### src/rtl/folt_pkg.sv
`default_nettype none
// ----------------------------------------------------------------------------
// folt_pkg
// Shared constants, types and helpers of the first-order lag block.
// ----------------------------------------------------------------------------
package folt_pkg;

    // Data path and slicing limits
    localparam int DATA_WIDTH  = 32;
    localparam int FRAC_BITS   = 16;
    localparam int MAX_SLICES  = 32;
    localparam int COEF_A_W    = 17;
    localparam int COEF_B_W    = 18;
    localparam int MODE_W      = 2;
    localparam int SLICE_CFG_W = 6;
    localparam int CFG_IDX_W   = 3;

    // Slice counter holds 1..MAX_SLICES; remainder of |diff|/n stays below n
    localparam int SLICE_W   = $clog2(MAX_SLICES + 1);
    localparam int REM_W     = (MAX_SLICES > 1) ? $clog2(MAX_SLICES) : 1;
    localparam int DIV_CNT_W = $clog2(DATA_WIDTH);

    // Register map
    localparam logic [CFG_IDX_W-1:0] CFG_GAIN_K       = 3'd0;
    localparam logic [CFG_IDX_W-1:0] CFG_COEF_A       = 3'd1;
    localparam logic [CFG_IDX_W-1:0] CFG_COEF_B       = 3'd2;
    localparam logic [CFG_IDX_W-1:0] CFG_UPPER_LIMIT  = 3'd3;
    localparam logic [CFG_IDX_W-1:0] CFG_LOWER_LIMIT  = 3'd4;
    localparam logic [CFG_IDX_W-1:0] CFG_LIMITER_MODE = 3'd5;
    localparam logic [CFG_IDX_W-1:0] CFG_STEP_MODE    = 3'd6;
    localparam logic [CFG_IDX_W-1:0] CFG_SLICE_COUNT  = 3'd7;

    // Limiter modes (spare code behaves as non-windup)
    localparam logic [MODE_W-1:0] LIM_OFF       = 2'd0;
    localparam logic [MODE_W-1:0] LIM_WINDUP    = 2'd1;
    localparam logic [MODE_W-1:0] LIM_NONWINDUP = 2'd2;
    localparam logic [MODE_W-1:0] LIM_SPARE     = 2'd3;

    // Step modes (spare code behaves as pure gain)
    localparam logic [MODE_W-1:0] STEP_NORMAL = 2'd0;
    localparam logic [MODE_W-1:0] STEP_SLICED = 2'd1;
    localparam logic [MODE_W-1:0] STEP_GAIN   = 2'd2;
    localparam logic [MODE_W-1:0] STEP_SPARE  = 2'd3;

    typedef struct packed {
        logic signed [DATA_WIDTH-1:0] gain_k;
        logic        [COEF_A_W-1:0]   coef_a;
        logic signed [COEF_B_W-1:0]   coef_b;
        logic signed [DATA_WIDTH-1:0] upper_limit;
        logic signed [DATA_WIDTH-1:0] lower_limit;
        logic        [MODE_W-1:0]     limiter_mode;
        logic        [MODE_W-1:0]     step_mode;
        logic        [SLICE_CFG_W-1:0] slice_count;
    } t_cfg;

    typedef enum logic [3:0] {
        S_IDLE,
        S_DIV,
        S_XI,
        S_M1,
        S_KX,
        S_SUM,
        S_M2,
        S_S,
        S_M3,
        S_Z,
        S_UPD,
        S_OUT
    } t_state;

    typedef enum logic [1:0] {
        MUL_GAIN,
        MUL_COEF_A,
        MUL_COEF_B
    } t_mul_sel;

    typedef struct packed {
        logic     load;
        logic     div_step;
        logic     xi_load;
        logic     xi_interp;
        logic     latch_inc;
        logic     acc_step;
        logic     mul_en;
        t_mul_sel mul_sel;
        logic     kx_load;
        logic     sum_load;
        logic     s_load;
        logic     z_load;
        logic     upd_load;
        logic     upd_gain;
        logic     out_load;
        logic     prev_load;
    } t_cmd;

    // Effective slice count: zero acts as one, clipped at MAX_SLICES
    function automatic logic [SLICE_W-1:0] eff_slices(input logic [SLICE_CFG_W-1:0] count);
        logic [SLICE_W-1:0] res;
        if (count == '0) begin
            res = SLICE_W'(1);
        end else if (int'(count) > MAX_SLICES) begin
            res = SLICE_W'(MAX_SLICES);
        end else begin
            res = SLICE_W'(count);
        end
        return res;
    endfunction

endpackage
`default_nettype wire

### src/rtl/folt_ctrl.sv
`default_nettype none
// ----------------------------------------------------------------------------
// folt_ctrl
// Sequencer: divider count, slice loop and result handshake.
// ----------------------------------------------------------------------------
module folt_ctrl (
    input  wire logic            i_clk,
    input  wire logic            i_rst_n,
    input  wire logic            i_in_valid,
    output logic                 o_in_stall,
    output logic                 o_out_valid,
    input  wire logic            i_out_stall,
    input  wire folt_pkg::t_cfg  i_cfg,
    output folt_pkg::t_cmd       o_cmd
);

    localparam logic [folt_pkg::DIV_CNT_W-1:0] DIV_LAST =
        folt_pkg::DIV_CNT_W'(folt_pkg::DATA_WIDTH - 1);

    folt_pkg::t_state                 r_state, n_state;
    logic [folt_pkg::DIV_CNT_W-1:0]   r_cnt, n_cnt;
    logic [folt_pkg::SLICE_W-1:0]     r_slice, n_slice;
    logic                             r_out_valid, n_out_valid;

    logic                             w_sliced;
    logic                             w_pure;
    logic [folt_pkg::SLICE_W-1:0]     w_nsl;

    assign w_sliced = (i_cfg.step_mode == folt_pkg::STEP_SLICED);
    assign w_pure   = i_cfg.step_mode inside {folt_pkg::STEP_GAIN, folt_pkg::STEP_SPARE};
    assign w_nsl    = folt_pkg::eff_slices(i_cfg.slice_count);

    always_ff @(posedge i_clk) begin
        if (!i_rst_n) begin
            r_state     <= folt_pkg::S_IDLE;
            r_cnt       <= '0;
            r_slice     <= '0;
            r_out_valid <= 1'b0;
        end else begin
            r_state     <= n_state;
            r_cnt       <= n_cnt;
            r_slice     <= n_slice;
            r_out_valid <= n_out_valid;
        end
    end

    always_comb begin
        n_state     = r_state;
        n_cnt       = r_cnt;
        n_slice     = r_slice;
        n_out_valid = r_out_valid;
        o_cmd       = '0;
        if (r_out_valid && !i_out_stall) begin
            n_out_valid = 1'b0;
        end
        case (r_state)
            folt_pkg::S_IDLE: begin
                if (i_in_valid) begin
                    o_cmd.load = 1'b1;
                    n_slice    = folt_pkg::SLICE_W'(1);
                    n_cnt      = '0;
                    if (i_cfg.gain_k == '0) begin
                        n_state = folt_pkg::S_OUT;
                    end else if (w_sliced) begin
                        n_state = folt_pkg::S_DIV;
                    end else begin
                        n_state = folt_pkg::S_XI;
                    end
                end
            end
            folt_pkg::S_DIV: begin
                o_cmd.div_step = 1'b1;
                n_cnt          = r_cnt + 1'b1;
                if (r_cnt == DIV_LAST) begin
                    n_state = folt_pkg::S_XI;
                end
            end
            folt_pkg::S_XI: begin
                o_cmd.xi_load   = 1'b1;
                o_cmd.xi_interp = w_sliced;
                o_cmd.latch_inc = w_sliced;
                n_state         = folt_pkg::S_M1;
            end
            folt_pkg::S_M1: begin
                o_cmd.mul_en   = 1'b1;
                o_cmd.mul_sel  = folt_pkg::MUL_GAIN;
                o_cmd.acc_step = w_sliced;
                n_state        = folt_pkg::S_KX;
            end
            folt_pkg::S_KX: begin
                o_cmd.kx_load = 1'b1;
                n_state       = w_pure ? folt_pkg::S_UPD : folt_pkg::S_SUM;
            end
            folt_pkg::S_SUM: begin
                o_cmd.sum_load = 1'b1;
                n_state        = folt_pkg::S_M2;
            end
            folt_pkg::S_M2: begin
                o_cmd.mul_en  = 1'b1;
                o_cmd.mul_sel = folt_pkg::MUL_COEF_A;
                n_state       = folt_pkg::S_S;
            end
            folt_pkg::S_S: begin
                o_cmd.s_load = 1'b1;
                n_state      = folt_pkg::S_M3;
            end
            folt_pkg::S_M3: begin
                o_cmd.mul_en  = 1'b1;
                o_cmd.mul_sel = folt_pkg::MUL_COEF_B;
                n_state       = folt_pkg::S_Z;
            end
            folt_pkg::S_Z: begin
                o_cmd.z_load    = 1'b1;
                // next slice input is formed here, overlapping the store update
                o_cmd.xi_load   = w_sliced;
                o_cmd.xi_interp = 1'b1;
                if (w_sliced && (r_slice < w_nsl)) begin
                    n_slice = r_slice + folt_pkg::SLICE_W'(1);
                    n_state = folt_pkg::S_M1;
                end else begin
                    n_state = folt_pkg::S_UPD;
                end
            end
            folt_pkg::S_UPD: begin
                o_cmd.upd_load = 1'b1;
                o_cmd.upd_gain = w_pure;
                n_state        = folt_pkg::S_OUT;
            end
            folt_pkg::S_OUT: begin
                if (!r_out_valid || !i_out_stall) begin
                    o_cmd.out_load  = 1'b1;
                    o_cmd.prev_load = w_sliced;
                    n_out_valid     = 1'b1;
                    n_state         = folt_pkg::S_IDLE;
                end
            end
            default: begin
                n_state = folt_pkg::S_IDLE;
            end
        endcase
    end

    assign o_in_stall  = (r_state != folt_pkg::S_IDLE);
    assign o_out_valid = r_out_valid;

    a_accept_leaves_idle: assert property (@(posedge i_clk) disable iff (!i_rst_n)
        (i_in_valid && !o_in_stall) |=> (r_state != folt_pkg::S_IDLE))
        else $error("accepted sample did not start a run");

    a_valid_from_out: assert property (@(posedge i_clk) disable iff (!i_rst_n)
        $rose(r_out_valid) |-> ($past(r_state) == folt_pkg::S_OUT))
        else $error("result raised outside the output state");

    a_div_exit: assert property (@(posedge i_clk) disable iff (!i_rst_n)
        (r_state == folt_pkg::S_DIV && r_cnt == DIV_LAST) |=> (r_state == folt_pkg::S_XI))
        else $error("divider did not hand over after its last bit");

    a_out_lands: assert property (@(posedge i_clk) disable iff (!i_rst_n)
        (r_state == folt_pkg::S_OUT && !r_out_valid)
            |=> (r_state == folt_pkg::S_IDLE && r_out_valid))
        else $error("free output slot not filled");

endmodule
`default_nettype wire

### src/rtl/folt_dp.sv
`default_nettype none
// ----------------------------------------------------------------------------
// folt_dp
// Datapath: interpolation divider, shared multiplier, round/saturate, limiter.
// ----------------------------------------------------------------------------
module folt_dp (
    input  wire logic                                i_clk,
    input  wire logic                                i_rst_n,
    input  wire folt_pkg::t_cmd                      i_cmd,
    input  wire folt_pkg::t_cfg                      i_cfg,
    input  wire logic signed [folt_pkg::DATA_WIDTH-1:0] i_sample_in,
    output logic signed [folt_pkg::DATA_WIDTH-1:0]   o_sample_out,
    output logic                                     o_at_upper,
    output logic                                     o_at_lower
);

    localparam int DW     = folt_pkg::DATA_WIDTH;
    localparam int PROD_W = 2 * DW + 1;
    localparam int WIDE_W = PROD_W + 2;
    localparam int RW     = folt_pkg::REM_W;

    localparam logic signed [WIDE_W-1:0] Q_MAX =
        {{(WIDE_W - DW + 1){1'b0}}, {(DW - 1){1'b1}}};
    localparam logic signed [WIDE_W-1:0] Q_MIN =
        {{(WIDE_W - DW + 1){1'b1}}, {(DW - 1){1'b0}}};
    localparam logic signed [WIDE_W-1:0] RND_HALF = WIDE_W'(1) << (folt_pkg::FRAC_BITS - 1);
    localparam logic signed [WIDE_W-1:0] RND_TRIM = RND_HALF - WIDE_W'(1);

    function automatic logic signed [DW-1:0] sat_q(input logic signed [WIDE_W-1:0] v);
        logic signed [DW-1:0] res;
        if (v > Q_MAX) begin
            res = DW'(Q_MAX);
        end else if (v < Q_MIN) begin
            res = DW'(Q_MIN);
        end else begin
            res = v[DW-1:0];
        end
        return res;
    endfunction

    // round half up at bit 16, then saturate
    function automatic logic signed [DW-1:0] rnd_sat(input logic signed [PROD_W-1:0] p);
        logic signed [WIDE_W-1:0] t;
        t = WIDE_W'(p) + RND_HALF;
        return sat_q(t >>> folt_pkg::FRAC_BITS);
    endfunction

    // model state
    logic signed [DW-1:0]     r_store, r_lag, r_prev, r_held;
    // working registers
    logic signed [DW-1:0]     r_x, r_xi, r_kx;
    logic signed [DW:0]       r_sum;
    logic signed [PROD_W-1:0] r_prod;
    logic                     r_neg;
    logic [DW-1:0]            r_accq, r_qa;
    logic [RW-1:0]            r_accr, r_ra;
    logic                     r_fu, r_fl;
    logic signed [DW-1:0]     r_out_y;
    logic                     r_out_fu, r_out_fl;

    logic [folt_pkg::SLICE_W-1:0] w_nsl;
    logic [RW:0]              w_nw, w_dt, w_at;
    logic                     w_dge, w_ac;
    logic signed [DW:0]       w_d1, w_d2, w_p33, w_q33, w_xi33;
    logic signed [DW:0]       w_ma;
    logic signed [DW-1:0]     w_mb;
    logic signed [DW-1:0]     w_s0, w_s, w_z, w_y;
    logic                     w_s_fu, w_s_fl, w_u_fu, w_u_fl;
    logic signed [WIDE_W-1:0] w_zw;
    logic signed [DW:0]       w_d;
    logic                     w_d_pos, w_d_neg, w_nonwind;

    assign w_nsl     = folt_pkg::eff_slices(i_cfg.slice_count);
    assign w_nw      = (RW + 1)'(w_nsl);
    assign w_nonwind = i_cfg.limiter_mode inside {folt_pkg::LIM_NONWINDUP, folt_pkg::LIM_SPARE};

    // |x - x0| and its sign
    assign w_d1 = (DW + 1)'(i_sample_in) - (DW + 1)'(r_prev);
    assign w_d2 = (DW + 1)'(r_prev) - (DW + 1)'(i_sample_in);

    // restoring divide step, one quotient bit a cycle
    assign w_dt  = {r_accr, r_accq[DW-1]};
    assign w_dge = (w_dt >= w_nw);

    // running quotient/remainder of |diff| * i / n
    assign w_at = (RW + 1)'(r_accr) + (RW + 1)'(r_ra);
    assign w_ac = (w_at >= w_nw);

    // interpolated input x0 +/- Q
    assign w_p33  = (DW + 1)'(r_prev);
    assign w_q33  = {1'b0, r_accq};
    assign w_xi33 = r_neg ? (w_p33 - w_q33) : (w_p33 + w_q33);

    always_comb begin
        case (i_cmd.mul_sel)
            folt_pkg::MUL_GAIN: begin
                w_ma = (DW + 1)'(r_xi);
                w_mb = i_cfg.gain_k;
            end
            folt_pkg::MUL_COEF_A: begin
                w_ma = r_sum;
                w_mb = DW'(signed'({1'b0, i_cfg.coef_a}));
            end
            folt_pkg::MUL_COEF_B: begin
                w_ma = (DW + 1)'(signed'(i_cfg.coef_b));
                w_mb = r_lag;
            end
            default: begin
                w_ma = '0;
                w_mb = '0;
            end
        endcase
    end

    // integrate: state from product, clamped only in non-windup mode
    always_comb begin
        w_s0   = rnd_sat(r_prod);
        w_s    = w_s0;
        w_s_fu = 1'b0;
        w_s_fl = 1'b0;
        if (w_nonwind) begin
            if (w_s0 > i_cfg.upper_limit) begin
                w_s    = i_cfg.upper_limit;
                w_s_fu = 1'b1;
            end else if (w_s0 < i_cfg.lower_limit) begin
                w_s    = i_cfg.lower_limit;
                w_s_fl = 1'b1;
            end
        end
    end

    // kx - rnd(p) folded into one add: floor((kx<<16) - p + 2^15 - 1) >> 16
    assign w_zw = (WIDE_W'(r_kx) <<< folt_pkg::FRAC_BITS) - WIDE_W'(r_prod) + RND_TRIM;
    assign w_z  = sat_q(w_zw >>> folt_pkg::FRAC_BITS);

    // update: output from state; derivative sign is kx - s
    assign w_d     = (DW + 1)'(r_kx) - (DW + 1)'(r_lag);
    assign w_d_neg = w_d[DW];
    assign w_d_pos = !w_d[DW] && (w_d != '0);

    always_comb begin
        w_y    = r_lag;
        w_u_fu = 1'b0;
        w_u_fl = 1'b0;
        if (i_cmd.upd_gain) begin
            w_y = r_kx;
        end else begin
            case (i_cfg.limiter_mode)
                folt_pkg::LIM_WINDUP: begin
                    if (r_lag > i_cfg.upper_limit) begin
                        w_y    = i_cfg.upper_limit;
                        w_u_fu = 1'b1;
                    end else if (r_lag < i_cfg.lower_limit) begin
                        w_y    = i_cfg.lower_limit;
                        w_u_fl = 1'b1;
                    end
                end
                folt_pkg::LIM_NONWINDUP, folt_pkg::LIM_SPARE: begin
                    if ((r_lag >= i_cfg.upper_limit) && w_d_pos) begin
                        w_y    = i_cfg.upper_limit;
                        w_u_fu = 1'b1;
                    end else if ((r_lag <= i_cfg.lower_limit) && w_d_neg) begin
                        w_y    = i_cfg.lower_limit;
                        w_u_fl = 1'b1;
                    end
                end
                default: begin
                    w_y = r_lag;
                end
            endcase
        end
    end

    always_ff @(posedge i_clk) begin
        if (!i_rst_n) begin
            r_store <= '0;
            r_lag   <= '0;
            r_prev  <= '0;
            r_held  <= '0;
        end else begin
            if (i_cmd.s_load) begin
                r_lag <= w_s;
            end
            if (i_cmd.z_load) begin
                r_store <= w_z;
            end
            if (i_cmd.upd_load) begin
                r_held <= w_y;
            end
            if (i_cmd.prev_load) begin
                r_prev <= r_x;
            end
        end
    end

    always_ff @(posedge i_clk) begin
        if (i_cmd.load) begin
            r_x    <= i_sample_in;
            r_neg  <= w_d1[DW];
            r_accq <= w_d1[DW] ? w_d2[DW-1:0] : w_d1[DW-1:0];
            r_accr <= '0;
            r_fu   <= 1'b0;
            r_fl   <= 1'b0;
        end else begin
            r_fu <= r_fu | (i_cmd.s_load & w_s_fu) | (i_cmd.upd_load & w_u_fu);
            r_fl <= r_fl | (i_cmd.s_load & w_s_fl) | (i_cmd.upd_load & w_u_fl);
        end
        if (i_cmd.div_step) begin
            r_accq <= {r_accq[DW-2:0], w_dge};
            r_accr <= w_dge ? RW'(w_dt - w_nw) : RW'(w_dt);
        end
        if (i_cmd.latch_inc) begin
            r_qa <= r_accq;
            r_ra <= r_accr;
        end
        if (i_cmd.acc_step) begin
            r_accq <= r_accq + r_qa + DW'(w_ac);
            r_accr <= w_ac ? RW'(w_at - w_nw) : RW'(w_at);
        end
        if (i_cmd.xi_load) begin
            r_xi <= i_cmd.xi_interp ? w_xi33[DW-1:0] : r_x;
        end
        if (i_cmd.mul_en) begin
            r_prod <= w_ma * w_mb;
        end
        if (i_cmd.kx_load) begin
            r_kx <= rnd_sat(r_prod);
        end
        if (i_cmd.sum_load) begin
            r_sum <= (DW + 1)'(r_store) + (DW + 1)'(r_kx);
        end
        if (i_cmd.out_load) begin
            r_out_y  <= r_held;
            r_out_fu <= r_fu;
            r_out_fl <= r_fl;
        end
    end

    assign o_sample_out = r_out_y;
    assign o_at_upper   = r_out_fu;
    assign o_at_lower   = r_out_fl;

endmodule
`default_nettype wire

### src/rtl/first_order_lag_trapezoid_limiter.sv
`default_nettype none
// ----------------------------------------------------------------------------
// first_order_lag_trapezoid_limiter
// Run length is set by the bit-serial divider and the shared multiplier
// (three uses per slice). One sample in flight; the next is accepted once
// the result is staged in the output register.
// Sync active-low reset: gain 1.0, limits full scale, filter state zero.
// ----------------------------------------------------------------------------
module first_order_lag_trapezoid_limiter (
    input  wire logic                                   i_clk,
    input  wire logic                                   i_rst_n,
    // sample channel
    input  wire logic                                   i_in_valid,
    output logic                                        o_in_stall,
    input  wire logic signed [folt_pkg::DATA_WIDTH-1:0] i_sample_in,
    // result channel
    output logic                                        o_out_valid,
    input  wire logic                                   i_out_stall,
    output logic signed [folt_pkg::DATA_WIDTH-1:0]      o_sample_out,
    output logic                                        o_at_upper,
    output logic                                        o_at_lower,
    // configuration write channel
    input  wire logic                                   i_cfg_valid,
    output logic                                        o_cfg_ready,
    input  wire logic [folt_pkg::CFG_IDX_W-1:0]         i_cfg_index,
    input  wire logic [folt_pkg::DATA_WIDTH-1:0]        i_cfg_data
);

    // Register file. Software must write only while the block is idle, so the
    // sequencer and datapath see stable values for a whole sample (not enforced).
    folt_pkg::t_cfg r_cfg;
    folt_pkg::t_cmd w_cmd;

    // Writes are always accepted.
    assign o_cfg_ready = 1'b1;

    always_ff @(posedge i_clk) begin
        if (!i_rst_n) begin
            r_cfg.gain_k       <= folt_pkg::DATA_WIDTH'(65536);   // 1.0 in Q16.16
            r_cfg.coef_a       <= '0;
            r_cfg.coef_b       <= '0;
            r_cfg.upper_limit  <= {1'b0, {(folt_pkg::DATA_WIDTH - 1){1'b1}}};
            r_cfg.lower_limit  <= {1'b1, {(folt_pkg::DATA_WIDTH - 1){1'b0}}};
            r_cfg.limiter_mode <= folt_pkg::LIM_OFF;
            r_cfg.step_mode    <= folt_pkg::STEP_NORMAL;
            r_cfg.slice_count  <= folt_pkg::SLICE_CFG_W'(1);
        end else if (i_cfg_valid && o_cfg_ready) begin
            // narrow fields keep the low bits of the transfer
            case (i_cfg_index)
                folt_pkg::CFG_GAIN_K: begin
                    r_cfg.gain_k <= i_cfg_data;
                end
                folt_pkg::CFG_COEF_A: begin
                    r_cfg.coef_a <= i_cfg_data[folt_pkg::COEF_A_W-1:0];
                end
                folt_pkg::CFG_COEF_B: begin
                    r_cfg.coef_b <= i_cfg_data[folt_pkg::COEF_B_W-1:0];
                end
                folt_pkg::CFG_UPPER_LIMIT: begin
                    r_cfg.upper_limit <= i_cfg_data;
                end
                folt_pkg::CFG_LOWER_LIMIT: begin
                    r_cfg.lower_limit <= i_cfg_data;
                end
                folt_pkg::CFG_LIMITER_MODE: begin
                    r_cfg.limiter_mode <= i_cfg_data[folt_pkg::MODE_W-1:0];
                end
                folt_pkg::CFG_STEP_MODE: begin
                    r_cfg.step_mode <= i_cfg_data[folt_pkg::MODE_W-1:0];
                end
                folt_pkg::CFG_SLICE_COUNT: begin
                    r_cfg.slice_count <= i_cfg_data[folt_pkg::SLICE_CFG_W-1:0];
                end
                default: begin
                    r_cfg <= r_cfg;
                end
            endcase
        end
    end

    // Sequencer. Per sample:
    //  - zero gain: straight to output with the held value, flags clear
    //  - pure gain: one multiply, kx becomes the held output
    //  - normal: one trapezoid slice on the sample itself
    //  - sub-sliced: |x - x0| / n by the bit-serial divider, then n slices on
    //    inputs stepped by quotient/remainder accumulation, no further divides
    // The output register parts the two sides: a result waiting on a stalled
    // sink does not stop the next sample being accepted and worked on.
    folt_ctrl u_ctrl (
        .i_clk       (i_clk),
        .i_rst_n     (i_rst_n),
        .i_in_valid  (i_in_valid),
        .o_in_stall  (o_in_stall),
        .o_out_valid (o_out_valid),
        .i_out_stall (i_out_stall),
        .i_cfg       (r_cfg),
        .o_cmd       (w_cmd)
    );

    // Datapath. Each slice: gain*x -> kx, z + kx, coef_a*(z + kx) -> s,
    // coef_b*s -> z, one shared 33x32 multiplier registered between uses.
    // Limiter flags collect over every slice and the final update.
    folt_dp u_dp (
        .i_clk        (i_clk),
        .i_rst_n      (i_rst_n),
        .i_cmd        (w_cmd),
        .i_cfg        (r_cfg),
        .i_sample_in  (i_sample_in),
        .o_sample_out (o_sample_out),
        .o_at_upper   (o_at_upper),
        .o_at_lower   (o_at_lower)
    );

endmodule
`default_nettype wire

### config.mk
export PLATFORM = sky130hd
export DESIGN_NAME = first_order_lag_trapezoid_limiter
export DESIGN_NICKNAME = d
export VERILOG_FILES = /design/src/rtl/folt_pkg.sv /design/src/rtl/folt_ctrl.sv /design/src/rtl/folt_dp.sv /design/src/rtl/first_order_lag_trapezoid_limiter.sv
export SDC_FILE = /design/constraint.sdc
export NUM_CORES = 2
export LEC_CHECK = 0
export ABC_AREA = 1
export BUFFER_PORTS_ARGS = -buffer_cell sky130_fd_sc_hd__buf_2
export CORE_UTILIZATION = 40
export DETAILED_ROUTE_END_ITERATION = 12
export PLACE_DENSITY = 0.62
export SLEW_MARGIN = 20
export SYNTH_ARGS = -nofsm -noshare
export SYNTH_HDL_FRONTEND = slang
export SYNTH_HIERARCHICAL = 1
export SYNTH_SLANG_ARGS = --single-unit
### constraint.sdc
create_clock -name i_clk -period 11.6 [get_ports i_clk]
set_clock_uncertainty 0.2 [all_clocks]
set_input_delay 1.74 -clock i_clk [delete_from_list [all_inputs] [get_ports i_clk]]
set_output_delay 1.74 -clock i_clk [all_outputs]
set_load 0.005 [all_outputs]
==> summary.md <==
| Metric | Value |
|---|---|
| Post-synth net total | `12.72k` |
| Routed wire length | `293900 microns` |
| Die ar. | `207600 sq um` |
| Clk sinks | `575` |
| Worst r2r src | `u_ctrl/r_state[3]` |
| Hold-fix buffers at CTS | `0` |
| Startpoint types | `flop` |
| Hold Path Class | `flop to flop` |
| Vias in the first global route | `74.33k` |
| Number of fillers in the final layout | `20.75k` |
| Area of the core region | `204600 sq um` |
| HP Start | `u_dp/r_held[27]` |
| Syn Area/Cell | `7.517 sq um` |
| Final antenna-violating net count | `0` |
| Clock transition at path regs | `0.07 ns` |
| Gr usage total | `28.13%` |
| Layout area overhead | `7.292%` |
| Compound-gate portion of the synthesized area | `10.26%` |
| Crit Path Max Fanout | `27` |
| CTS buffer count | `67` |
| CP top delay family | `adder cells` |
| Prevailing post-synth register cell | `edfxtp_1` |
| GPL Wtd Cong | `1.018` |
| Net count, final | `12.63k` |
| Setup Buffers After CTS | `0` |
| CP dominant cell by count | `inv_1` |
| RSZ-0062 raised after global routing | `no` |
| Post-Synth XOR/XNOR Area | `2.916%` |
| Endpoint of the worst-slack reg-to-reg timing path | `u_dp/r_prod[62]` |
| EDFF count, synth | `288` |
| Setup crit end | `u_dp/r_prod[62]` |
| Via Count | `73.73k` |
| Clk_lat worst skew | `0.67 ns` |
| Worst path depth | `33` |
| Flop2flop setup slack | `0.97 ns` |
| Fin crit share | `91.63%` |
| FF+latch count, synth | `575` |
| Crit path max-delay cell type | `fa_1` |
| Share of cells above drive strength 1 | `4.560%` |
| Initial DRC count | `7126` |
| Worst vdd ir | `0.3457 mV` |
| DR DRC count | `0` |
| Initial antenna violation count | `7` |
| Largest regs | `r_cfg (141), u_dp/r_prod (50), u_dp/r_sum (33)` |
| Seq/Total Area, Yosys | `17.49%` |
| Root buffer cell | `clkbuf_16` |
| Final hold vios | `0` |
| Highest Clock Rate | `94.08 MHz` |
| IO Port Bufs | `107` |
| Tmin final | `10.63 ns` |
| Total of max-cap violations | `0` |
| Die Span X | `455.6 microns` |
| Mux cell area share after synthesis | `0.01216%` |
| Buf+Inv Stages, Crit Path | `11` |
| Crit. End Element | `flop` |
| Leak | `46.34 nW` |
| Cell Pwr Density | `243.9 nW/um^2` |
| Global-route wire length before repair | `449200 microns` |
| Share of total power in combinational logic | `74.2%` |
| Starting Density | `40.23%` |
| Commonest non-fill, non-tap cell in the layout | `nand2_1` |
| Count of cell types in the netlist | `71` |
| Std cell rows | `166` |
| Largest stage delay on the critical path | `0.78 ns` |
| Worst Setup SP | `u_ctrl/r_state[3]` |
| CTS tree | `done` |
| Final Setup Violations | `0` |
| Switch share | `56.05%` |
| Post-Synth Adder-Cell Area | `36.00%` |
| Syn. warnings | `6` |
| Largest net degree at the start of global routing | `115` |
| Gate Count Post-Synth | `10.95k` |
| Max FFs per register | `141` |
| Post-Route Setup TNS | `0 ns` |
| Sw Pwr | `12.07 mW` |
| GRT overflow | `0` |
| H-tree depth | `3` |
| Sequential fraction of design power | `15.0%` |
| IO Pins | `109` |
| Synth Cell Area | `82310 sq um` |
| Largest family of logic cells by synthesized area | `adder cells` |
| Hold Slack | `0.2145 ns` |
| Post-CTS sizing | `0` |
| Int Power | `9.468 mW` |
| Top reg by flops | `r_cfg` |
| Status | `completed` |
| Vias per inst | `5.417` |
| Worst r2r path cells | `33` |
| CP Class | `flop to flop` |
| Max-slew violations | `0` |
| Detail Placement HPWL | `233800 microns` |
| Most frequent cells in the layout | `2531 x nand2_1, 2339 x inv_1, 1122 x fa_1` |
| Simple-Gate Fraction of Synth Area | `20.45%` |
| CP Data Arrival Time | `10.93 ns` |
| Req. time, crit path | `11.90 ns` |
| Slew @ Worst Pin | `1.249 ns` |
| First-pass iteration count of the detailed router | `6` |
| Rel. slew slack | `16.61%` |
| Die height | `455.6 microns` |
| Clk pwr share | `10.8%` |
| Avg WL per Cell | `21.59 microns` |
| CTS Buffer Depth | `3` |
| Fraction of registers with async set/reset | `0%` |
## power by group through the flow
stage	clock network, mW	logic (mW)	registers [mW]
2_1_floorplan	0	10.5	3.06
3_3_place_gp	0	15.7	3.26
3_5_place_dp	0	15.7	3.26
4_1_cts	2.36	15.9	3.22
5_1_grt	2.43	17.5	3.24
6_report	2.32	16.0	3.23
## how the worst min path moves through the flow
stage,endpoint,slack [ns],cells past startpoint
final,u_dp/o_sample_out[27],0.21,0
after global routing,u_dp/o_sample_out[30],0.24,0
after CTS,u_dp/o_sample_out[27],0.22,0
after detailed placement,u_dp/o_sample_out[13],0.21,0
after global placement,u_dp/o_sample_out[27],0.21,0
after floorplan,u_dp/o_at_upper,0.20,0
## cells by family after synthesis
logic type | after synthesis
AO/OA/AOI/OAI | 1506
adder cells (fa/ha/maj) | 1695
other | 1
flip-flops | 575
AND/OR/NAND/NOR | 4119
multiplexers | 1
XOR/XNOR | 274
buffers and inverters | 2778
## cells in the mapped netlist (7+ instances only)
cell / count / area [sq um]
o21ai_0: 493 / 2467
fa_1: 1122 / 22460
a221o_1: 9 / 90.09
o21bai_1: 19 / 142.6
clkinv_1: 10 / 37.54
nor4_1: 27 / 168.9
buf_1: 14 / 52.55
inv_2: 13 / 48.80
xnor2_1: 99 / 867.1
nor2_1: 836 / 3138
nand2_2: 12 / 75.07
a211oi_1: 50 / 375.4
o221ai_1: 25 / 219.0
a221oi_1: 13 / 113.9
ha_1: 573 / 7169
xor2_1: 175 / 1533
nor2_2: 18 / 112.6
or2_2: 8 / 50.05
nand3b_1: 8 / 60.06
nor2_4: 9 / 101.4
and3_1: 7 / 43.79
a22oi_1: 7 / 52.55
nand2_1: 2537 / 9523
nand3_1: 471 / 2357
a21o_1: 26 / 195.2
clkbuf_1: 335 / 1257
nand4_1: 109 / 681.9
inv_1: 2345 / 8802
buf_2: 38 / 190.2
o2111ai_1: 9 / 78.83
o31ai_1: 14 / 105.1
dfxtp_1: 287 / 5746
buf_6: 8 / 90.09
nor3_1: 52 / 260.3
buf_4: 13 / 97.59
a31oi_1: 46 / 287.8
a21oi_1: 651 / 3258
o21a_1: 33 / 247.7
edfxtp_1: 288 / 8648
o211ai_1: 52 / 390.4
o21ai_1: 26 / 130.1
## final cells by class
type                            instances  area, sq um  area share, %
Tap cell                             2688         3363          3.808
Clock inverter                         38        450.4         0.5101
Inverter                             2370         8901          10.08
Multi-Input combinational cell       7596        57550          65.17
Sequential cell                       575        14400          16.30
Clock buffer                           86         1946          2.203
Antenna cell                            3        7.507       0.008501
Timing Repair Buffer                  255         1698          1.923
## through the flow
stage	cells	setup slack [ns]	cell area (sq um)	power, mW	utilization (%)
finish	13610	0.9705	88310	21.54	43.17
detailed placement	13480	1.134	85850	18.96	41.96
CTS	13610	1.081	88240	21.43	43.13
floorplan	10950	2.590	82310	13.57	-
global route	13610	0.3502	88300	23.16	43.16
global placement	13480	1.017	85830	18.92	41.95
## per-layer routing
layer	GRT usage, %	wire length [microns]	up-vias
met4	12.88	15180	10
li1	-	-	33670
met5	0	73	-
met3	4.438	23750	631
met1	36.96	120600	36260
met2	45.48	134300	3148
No activity file was read; power rests on OpenSTA's default activity.
